### src/design/mrs_pkg.sv
// ----------------------------------------------------------------------------
// mrs_pkg
// Shared types and constants of the minimal residual solver: field widths,
// input and configuration codes, and the command and status bundles that
// pass between the controller and the datapath.
// ----------------------------------------------------------------------------
package mrs_pkg;

  // Field widths of the stream and configuration ports.
  localparam int IDX_W  = 6;
  localparam int VAL_W  = 32;
  localparam int ITER_W = 16;
  localparam int SIZE_W = 7;
  localparam int TOL_W  = 32;
  localparam int OPC_W  = 2;
  localparam int CFG_W  = 2;

  // Input item kinds; the fourth code does nothing.
  localparam logic [OPC_W-1:0] OPC_LOAD_A = 2'd0;
  localparam logic [OPC_W-1:0] OPC_LOAD_B = 2'd1;
  localparam logic [OPC_W-1:0] OPC_SOLVE  = 2'd2;
  localparam logic [OPC_W-1:0] OPC_NONE   = 2'd3;

  // Configuration register indexes.
  localparam logic [CFG_W-1:0] CFG_SIZE  = 2'd0;
  localparam logic [CFG_W-1:0] CFG_LIMIT = 2'd1;
  localparam logic [CFG_W-1:0] CFG_TOL   = 2'd2;

  // Datapath operations, at most one issued per cycle by the controller.
  typedef enum logic [3:0] {
    OP_NOP,  // no operation
    OP_BSQ,  // clear x(i), accumulate b(i)^2
    OP_TSQ,  // tolerance squared
    OP_TH,   // one partial product of the convergence threshold
    OP_MVX,  // one term of A x
    OP_MVY,  // one term of A y
    OP_RES,  // y(i) = p(i) - b(i), accumulate y(i)^2
    OP_DOT,  // accumulate y(i) p(i)
    OP_PSQ,  // accumulate p(i)^2
    OP_DIV,  // start the step-length division
    OP_UPD,  // x(i) = x(i) - t y(i)
    OP_OUT   // emit x(i)
  } dp_op_t;

  typedef struct packed {
    dp_op_t              op;
    logic [IDX_W-1:0]    r;      // row or element index
    logic [IDX_W-1:0]    c;      // column index, or partial select
    logic                first;  // first term of a sum
    logic                last;   // last term of a row, or last result
    logic [ITER_W-1:0]   iter;   // iteration count for results
    logic                conv;   // converged flag for results
  } dp_cmd_t;

  typedef struct packed {
    logic busy;      // command or pipeline or divider active
    logic bsq_zero;  // right-hand side is zero
    logic below;     // residual below threshold
    logic s2_zero;   // Ay . Ay is zero
    logic out_full;  // result register holds a beat
  } dp_stat_t;

  typedef struct packed {
    logic              a_we;
    logic              b_we;
    logic [IDX_W-1:0]  row;
    logic [IDX_W-1:0]  col;
    logic [VAL_W-1:0]  value;
  } ld_t;

endpackage

### src/design/mrs_ctrl.sv
// ----------------------------------------------------------------------------
// mrs_ctrl
// Solver controller: walks the initialisation, threshold, iteration and
// result phases, issuing at most one datapath operation per cycle and waiting for
// the pipeline to drain between phases.
// ----------------------------------------------------------------------------
module mrs_ctrl
  import mrs_pkg::*;
#(
  parameter int MAX_SIZE = 64
) (
  input  logic                clk,
  input  logic                rst,
  input  logic                start,
  output logic                ready,
  input  logic [SIZE_W-1:0]   system_size,
  input  logic [ITER_W-1:0]   iteration_limit,
  input  dp_stat_t            stat,
  output dp_cmd_t             cmd
);

  typedef enum logic [3:0] {
    ST_IDLE, ST_INIT, ST_TSQ, ST_TH, ST_LOOP, ST_MVX, ST_RES, ST_CHK,
    ST_MVY, ST_DOT, ST_SZ, ST_UPD, ST_EMIT, ST_DRAIN
  } state_t;

  state_t             state, ret;
  logic [IDX_W-1:0]   r, c, lidx;
  logic [1:0]         part;
  logic               sub;
  logic [ITER_W-1:0]  iter;
  logic               conv;
  logic [SIZE_W-1:0]  size_eff;

  // Size in use, clamped to the supported range.
  always_comb begin
    if (system_size == '0) begin
      size_eff = SIZE_W'(1);
    end else if (system_size > SIZE_W'(MAX_SIZE)) begin
      size_eff = SIZE_W'(MAX_SIZE);
    end else begin
      size_eff = system_size;
    end
  end

  assign ready = (state == ST_IDLE);

  // Sequencer with registered command.
  always_ff @(posedge clk) begin
    if (rst) begin
      state <= ST_IDLE;
      ret   <= ST_IDLE;
      cmd   <= '0;
      r     <= '0;
      c     <= '0;
      lidx  <= '0;
      part  <= '0;
      sub   <= 1'b0;
      iter  <= '0;
      conv  <= 1'b0;
    end else begin
      cmd <= '0;
      unique case (state)
        ST_IDLE: begin
          if (start) begin
            lidx  <= IDX_W'(size_eff - 1'b1);
            r     <= '0;
            iter  <= '0;
            state <= ST_INIT;
          end
        end
        ST_INIT: begin
          cmd.op    <= OP_BSQ;
          cmd.r     <= r;
          cmd.first <= (r == '0);
          r         <= r + 1'b1;
          if (r == lidx) begin
            ret   <= ST_TSQ;
            state <= ST_DRAIN;
          end
        end
        ST_TSQ: begin
          if (stat.bsq_zero) begin
            conv  <= 1'b1;
            r     <= '0;
            state <= ST_EMIT;
          end else begin
            cmd.op <= OP_TSQ;
            part   <= '0;
            ret    <= ST_TH;
            state  <= ST_DRAIN;
          end
        end
        ST_TH: begin
          cmd.op    <= OP_TH;
          cmd.c     <= IDX_W'(part);
          cmd.first <= (part == 2'd0);
          part      <= part + 1'b1;
          if (part == 2'd3) begin
            ret   <= ST_LOOP;
            state <= ST_DRAIN;
          end
        end
        ST_LOOP: begin
          r <= '0;
          c <= '0;
          if (iter == iteration_limit) begin
            conv  <= 1'b0;
            state <= ST_EMIT;
          end else begin
            iter  <= iter + 1'b1;
            state <= ST_MVX;
          end
        end
        ST_MVX, ST_MVY: begin
          cmd.op    <= (state == ST_MVX) ? OP_MVX : OP_MVY;
          cmd.r     <= r;
          cmd.c     <= c;
          cmd.first <= (c == '0);
          cmd.last  <= (c == lidx);
          c         <= c + 1'b1;
          if (c == lidx) begin
            c <= '0;
            r <= r + 1'b1;
            if (r == lidx) begin
              r     <= '0;
              sub   <= 1'b0;
              ret   <= (state == ST_MVX) ? ST_RES : ST_DOT;
              state <= ST_DRAIN;
            end
          end
        end
        ST_RES: begin
          cmd.op    <= OP_RES;
          cmd.r     <= r;
          cmd.first <= (r == '0);
          r         <= r + 1'b1;
          if (r == lidx) begin
            ret   <= ST_CHK;
            state <= ST_DRAIN;
          end
        end
        ST_CHK: begin
          r <= '0;
          c <= '0;
          if (stat.below) begin
            conv  <= 1'b1;
            state <= ST_EMIT;
          end else begin
            state <= ST_MVY;
          end
        end
        ST_DOT: begin
          cmd.op    <= sub ? OP_PSQ : OP_DOT;
          cmd.r     <= r;
          cmd.first <= (r == '0);
          sub       <= ~sub;
          if (sub) begin
            r <= r + 1'b1;
            if (r == lidx) begin
              ret   <= ST_SZ;
              state <= ST_DRAIN;
            end
          end
        end
        ST_SZ: begin
          r <= '0;
          if (stat.s2_zero) begin
            conv  <= 1'b0;
            state <= ST_EMIT;
          end else begin
            cmd.op <= OP_DIV;
            ret    <= ST_UPD;
            state  <= ST_DRAIN;
          end
        end
        ST_UPD: begin
          cmd.op <= OP_UPD;
          cmd.r  <= r;
          r      <= r + 1'b1;
          if (r == lidx) begin
            ret   <= ST_LOOP;
            state <= ST_DRAIN;
          end
        end
        ST_EMIT: begin
          if (!stat.busy && !stat.out_full) begin
            cmd.op   <= OP_OUT;
            cmd.r    <= r;
            cmd.last <= (r == lidx);
            cmd.iter <= iter;
            cmd.conv <= conv;
            r        <= r + 1'b1;
            if (r == lidx) begin
              state <= ST_IDLE;
            end
          end
        end
        ST_DRAIN: begin
          if (!stat.busy) begin
            state <= ret;
          end
        end
        default: state <= ST_IDLE;
      endcase
    end
  end

endmodule

### config.mk
export PLATFORM = sky130hd
export DESIGN_NAME = mrs_ctrl
export DESIGN_NICKNAME = d
export VERILOG_FILES = /design/src/design/mrs_pkg.sv /design/src/design/mrs_ctrl.sv
export SDC_FILE = /design/constraint.sdc
export NUM_CORES = 1
export LEC_CHECK = 0
export BUFFER_PORTS_ARGS = -buffer_cell sky130_fd_sc_hd__buf_2
export CAP_MARGIN = 20
export CORE_ASPECT_RATIO = 2
export CORE_MARGIN = 1
export CORE_UTILIZATION = 30
export CTS_CLUSTER_DIAMETER = 100
export DETAILED_ROUTE_END_ITERATION = 8
export GPL_TIMING_DRIVEN = 0
export HOLD_SLACK_MARGIN = 0.05
export PLACE_DENSITY = 0.58
export RECOVER_POWER = 50
export SLEW_MARGIN = 10
export SYNTH_ARGS = -nofsm -noshare
export SYNTH_HDL_FRONTEND = slang
export SYNTH_SLANG_ARGS = --single-unit
### constraint.sdc
create_clock -name clk -period 2.4 [get_ports clk]
set_input_delay 0.12 -clock clk [delete_from_list [all_inputs] [get_ports clk]]
set_output_delay 0.12 -clock clk [all_outputs]
set_load 0.05 [all_outputs]
Yosys cells after proc, flatten, opt, wreduce, memory -nomap -nowiden
Cells that the tools add are included.
{"block": "classes", "add_sub_neg": 5, "bitwise_logic": 3, "reduce_logical": 30, "n_eq_ne": 36, "n_mux": 60, "n_lt_le_gt_ge": 1}
{"op": "4-bit two-way mux", "n": 22}
{"op": "6-bit two-way mux", "n": 9}
{"op": "4-bit one-hot mux with 11 select lines", "n": 1}
{"op": "6-bit one-hot mux with 7 select lines", "n": 1}
{"op": "2-bit != test (second input constant)", "n": 19}
{"op": "4-bit one-hot mux with 9 select lines", "n": 1}
{"op": "6-bit one-hot mux with 2 select lines", "n": 3}
{"op": "16-bit two-way mux", "n": 2}
{"op": "16-bit one-hot mux with 2 select lines", "n": 1}
{"op": "4-bit one-hot mux with 8 select lines", "n": 1}
{"op": "4-bit == test (second input constant)", "n": 6}
{"op": "18-bit two-way mux", "n": 1}
{"op": "16-bit by 1-bit adder with 16-bit output (second input constant)", "n": 1}
{"op": "16-bit == test", "n": 1}
{"op": "4-bit by 3-bit == test with 1-bit output (second input constant)", "n": 4}
{"op": "6-bit by 1-bit adder with 6-bit output (second input constant)", "n": 2}
{"op": "6-bit == test", "n": 2}
{"op": "6-bit zero test", "n": 2}
{"op": "3-bit OR reduction", "n": 4}
{"op": "11-bit AND reduction", "n": 1}
{"op": "10-bit two-way mux", "n": 1}
{"op": "1-bit two-way mux", "n": 9}
{"op": "4-bit by 2-bit == test with 1-bit output (second input constant)", "n": 2}
{"op": "2-bit nonzero test", "n": 4}
{"op": "other kinds (27)", "n": 35}
{"block": "word_totals", "output_inout_bits": 36, "reg_bits": 81, "elab_cells": 151, "in_bits": 31}

Logic depth before layout (Yosys ltp)
{"block": "depth", "depth_word": 5, "ltp_mapped": 8, "depth_no_buf": 8}

Least setup slack after synthesis
No wires, ideal clock.
{"block": "synth_timing", "path_type": "register -> register", "from": "register state[3]", "to": "register lidx[3]", "arrival_ns": 2.906, "synth_period_minus_slack_ns": 3.038, "setup_slack_ns": -0.638, "required_time_ns": 2.268, "path_stages_with_launch": 6, "setup_time_ns": 0.132, "cell_sequence": "dfxtp_1 buf_2 nor4_1 nand2_1 a2111oi_0 nor3_1"}
{"block": "synth_via", "elab_chain_cells": 2}
{"item": "start: declaration", "line": "mrs_ctrl.sv:27", "rtl": "state_t state, ret;"}
{"item": "start signal: assignment", "line": "mrs_ctrl.sv:201", "rtl": "state <= ret;"}
{"item": "4-bit zero test"}
{"item": "named net ready", "line": "mrs_ctrl.sv:15", "rtl": "output logic ready,"}
{"item": "2-bit AND reduction (no line)"}
{"item": "end signal: assignment", "line": "mrs_ctrl.sv:66", "rtl": "lidx <= IDX_W'(size_eff - 1'b1);"}
{"item": "end: declaration", "line": "mrs_ctrl.sv:28", "rtl": "logic [IDX_W-1:0] r, c, lidx;"}
The timed path passes the listed nets, and every way through them passes these cells.
A chain may end at the register's enable or synchronous reset.

Worst setup path after layout
{"block": "layout_timing", "from": "register state[1]", "to": "register state[2]"}
{"block": "layout_via", "elab_chain_cells": 4, "elab_cells_between_ends": 25, "cone_classes": "eq/ne: 20; mux: 1; reduce/logical: 4"}
{"item": "4-bit by 3-bit == test with 1-bit output / 4-bit == test (equally long branches)", "line": "mrs_ctrl.sv:63", "rtl": "unique case (state)"}
{"item": "2-bit OR reduction", "line": "mrs_ctrl.sv:63"}
{"item": "2-bit != test (no line)"}
{"item": "7-bit AND reduction (no line)"}
Several ways; a longest one is shown, not always the timed one.

==> key figures <==
Yosys
  • Seq/Total Area, Yosys: 37.4%
  • Yosys top cell by area: dfxtp_1
  • Post-synth EDFFs: 0
  • #FFs+latches synth: 81
  • Synthesized area per cell: 8.59 um^2
  • Synth Instances: 505
  • Synth top area share: 37.4%
  • Main synth FF type: dfxtp_1
  • Syn Std Cell Area: 0.00434 mm^2
  • Cell variety after synth: 65
  • Syn_nets: 544
  • Yosys warning count: 0
  • Top cells by area, synth: dfxtp_1 (37%), xor2_1 (5.7%), a21oi_1 (3.9%)
  • FFs w/ async S/R, synth: 0%

Drt
  • Residual DRC: 0
  • Wire length per cell: 19.1 um
  • Via/cell ratio: 5.52
  • Via count: 4280
  • Routed wire length: 14.8 mm
  • Routed Antenna Nets: 0
  • WL met2: 8.13 mm
  • Initial DRT Pass Iterations: 5
  • Iter 0 DRT Violations: 231
  • Max layer used: met4
  • Met1 WL: 5.21 mm
  • Met3 routed wirelength: 614 um

Clock network
  • Clock-pin slew on the worst setup and hold paths: 0.06 ns
  • Root Buffer: clkbuf_16
  • CTS tree: done
  • CTS Buf Count: 9
  • CTS H-tree depth: 3
  • # resized after CTS: 4
  • Post-CTS setup buffer count: 0
  • CTS sink cnt: 81
  • Largest buffer count on any clock path: 2
  • Post-cts hold buffer count: 0
  • Clock Latency Late Sink: 0.35 ns

Setup path
  • Worst path slowest cell: clkbuf_1
  • Crit path depth: 8
  • Nature of the critical path endpoint: flip-flop
  • Register-to-Register Path Depth: 8
  • Flop-to-flop setup slack: 0.1 ns
  • Crit path DAT: 2.51 ns
  • Crit path to: state[2]
  • Max FO, Critical Path: 10
  • Crit. Startpoint: state[1]
  • Crit Path Category: flip-flop to flip-flop
  • Crit path cell chain: buf_6 > buf_2 > clkbuf_1 > nand2_1 > o22ai_1 > a211oi_1 > nand4_1 > o31ai_1
  • CP top delay family: buffers and inverters
  • Worst setup SP type: flip-flop
  • R2r endpoint: state[2]
  • Worst EP required: 2.61 ns
  • Worst Path Buf+Inv: 3
  • Worst r2r src: state[1]
  • CP max stage delay: 0.47 ns

Timing
  • Final Cycle Share: 95.9%
  • Final setup fails: 0
  • Final Slew Violations: 0
  • Unrepaired setup endpoints after global routing: false
  • Fin. Hold Viols: 0
  • Worst-margin pin slew: 0.673 ns
  • Slew margin rel.: 54.5%
  • Clock Skew: 0.0147 ns
  • Max frequency: 435 MHz
  • Fin crit period: 2.30 ns
  • Setup TNS: 0 ns

Final layout
  • # diodes: 0
  • Register Area: 0.00162 mm^2
  • Layout cells sized above 1: 14.5%
  • Most common cell after layout, fill and taps aside: dfxtp_1
  • Most frequent cells in the layout: dfxtp_1 (80), clkbuf_1 (53), buf_2 (38), a21oi_1 (34), xor2_1 (28)
  • Multi-input gate area: 0.00255 mm^2
  • Number of fillers in the final layout: 1513
  • Nets: 620
  • Area Growth Syn to Fin: 20.1%
  • Final non-filler cell total: 775

Global route
  • Largest net degree at the start of global routing: 16
  • Vias in the first global route: 4281
  • Global-route wire length before repair: 22.6 mm
  • GRT overflow: 0
  • GRT Total Usage: 20.4%
  • Antenna violations before repair: 0

Power
  • Switch Pwr: 2.02 mW
  • Pint: 2.81 mW
  • Peak supply drop: 0.408 mV
  • Pwr dens: 927 mW/mm^2
  • P_leak: 1.99 nW
  • Switching portion of total power: 41.8%
  • Combinational fraction of design power: 39.5%
  • Power share of the sequential group: 32.9%
  • Clock power share: 27.6%

Floorplanning
  • Die height: 172 um
  • Core ar.: 0.0140 mm^2
  • Die ar.: 0.0150 mm^2
  • Num ports: 67
  • Number of placement rows: 61
  • Die width: 87.0 um
  • Initial Utilization: 30.9%

Place
  • DP HPWL: 11.4 mm
  • PortBufs: 65
  • RePlAce Congestion: 0.981
  • Inst Count DP: 759

Worst hold path
  • Number of cells on the worst hold path: 3
  • Min-Delay Path Class: input pin to flip-flop

Outcome
  • Status: finished, final reports clean

Flow run
  • Max Cap Viol: 0
## stage by stage
stage,power [mW],area [um^2],util (%),worst slack [ns],hold slack (ns)
6_report,4.83,5210,37.1,0.0986,0.125
5_1_grt,5.08,5210,37.1,0.0129,0.134
2_1_floorplan,2.92,4340,-,0.0545,0.293
3_3_place_gp,3.44,4910,34.9,-0.00684,0.447
4_1_cts,4.79,5200,37.0,-0.00188,0.115
3_5_place_dp,3.45,4910,34.9,-0.0163,0.447
## flip-flops by register name, indices dropped and copies added (netlist names)
signal / count
sub: 1
ret: 4
conv: 1
lidx: 6
c: 6
cmd: 35
state: 4
part: 2
r: 6
iter: 16
## layer usage
layer | vias up | GRT usage [%]
li1 | 2040 | -
met1 | 2012 | 19.2
met2 | 167 | 39.2
met3 | 61 | 3.77
met4 | 0 | 13.2
met5 | - | 0
## synthesized netlist by cell type (6+ instances only)
cell type  number
or3_1          10
clkbuf_1       18
a21oi_1        34
or4_1           8
a31oi_1        13
a21boi_0        6
nand2_1        22
nand2b_1        7
o21ai_0        11
and3_1         27
and2_1          8
nand3_1        22
nor2b_1        10
nor4_1         10
a211oi_1       10
nor2_1         27
o21a_1          7
xor2_1         28
dfxtp_1        81
ha_1            8
o31ai_1        12
nor3_1         14
buf_2           8
inv_1          18
## worst min path at each step
stage | start | endpoint | slack (ns)
floorplan | system_size[5] | lidx[5] | 0.29
global placement | ret[3] | ret[3] | 0.45
detailed placement | ret[3] | ret[3] | 0.45
CTS | system_size[5] | lidx[5] | 0.11
global route | system_size[5] | lidx[5] | 0.13
finish | system_size[5] | lidx[5] | 0.13
## worst min-delay path: cells and delay by family
family / cells / cell delay [ns]
compound gates: 2 / 0.18
buf+inv: 1 / 0.11
## logic make-up (layout without fill, tap and decap cells)
kind of cell    Yosys count  in the layout  synth area share [%]
simple gates            191            191                  25.6
buf+inv                  52            133                  5.39
xor+xnor                 29             29                  5.86
flops                    81             81                  37.4
mux                       7              7                  1.67
compound gates          137            137                  21.8
fa+ha+maj                 8              8                  2.31
## power groups by stage
| stage | logic, mW | registers [mW] | clock network [mW] |
|---|---|---|---|
| finish | 1.91 | 1.59 | 1.33 |
| global route | 2.06 | 1.60 | 1.42 |
| CTS | 1.86 | 1.58 | 1.35 |
| detailed placement | 1.84 | 1.61 | 0 |
| global placement | 1.83 | 1.61 | 0 |
| floorplan | 1.27 | 1.65 | 0 |
## area by class of cell
cell class,instances,area share [%]
repair buffers,65,5.40
clock buffers,10,4.39
plain buffers,34,3.24
clock inverters,6,0.961
inverters,18,1.30
flip-flops and latches,81,31.1
multi-input cells,372,49.0
well taps,189,4.54
Note: power is estimated with default switching activity, not from simulation.
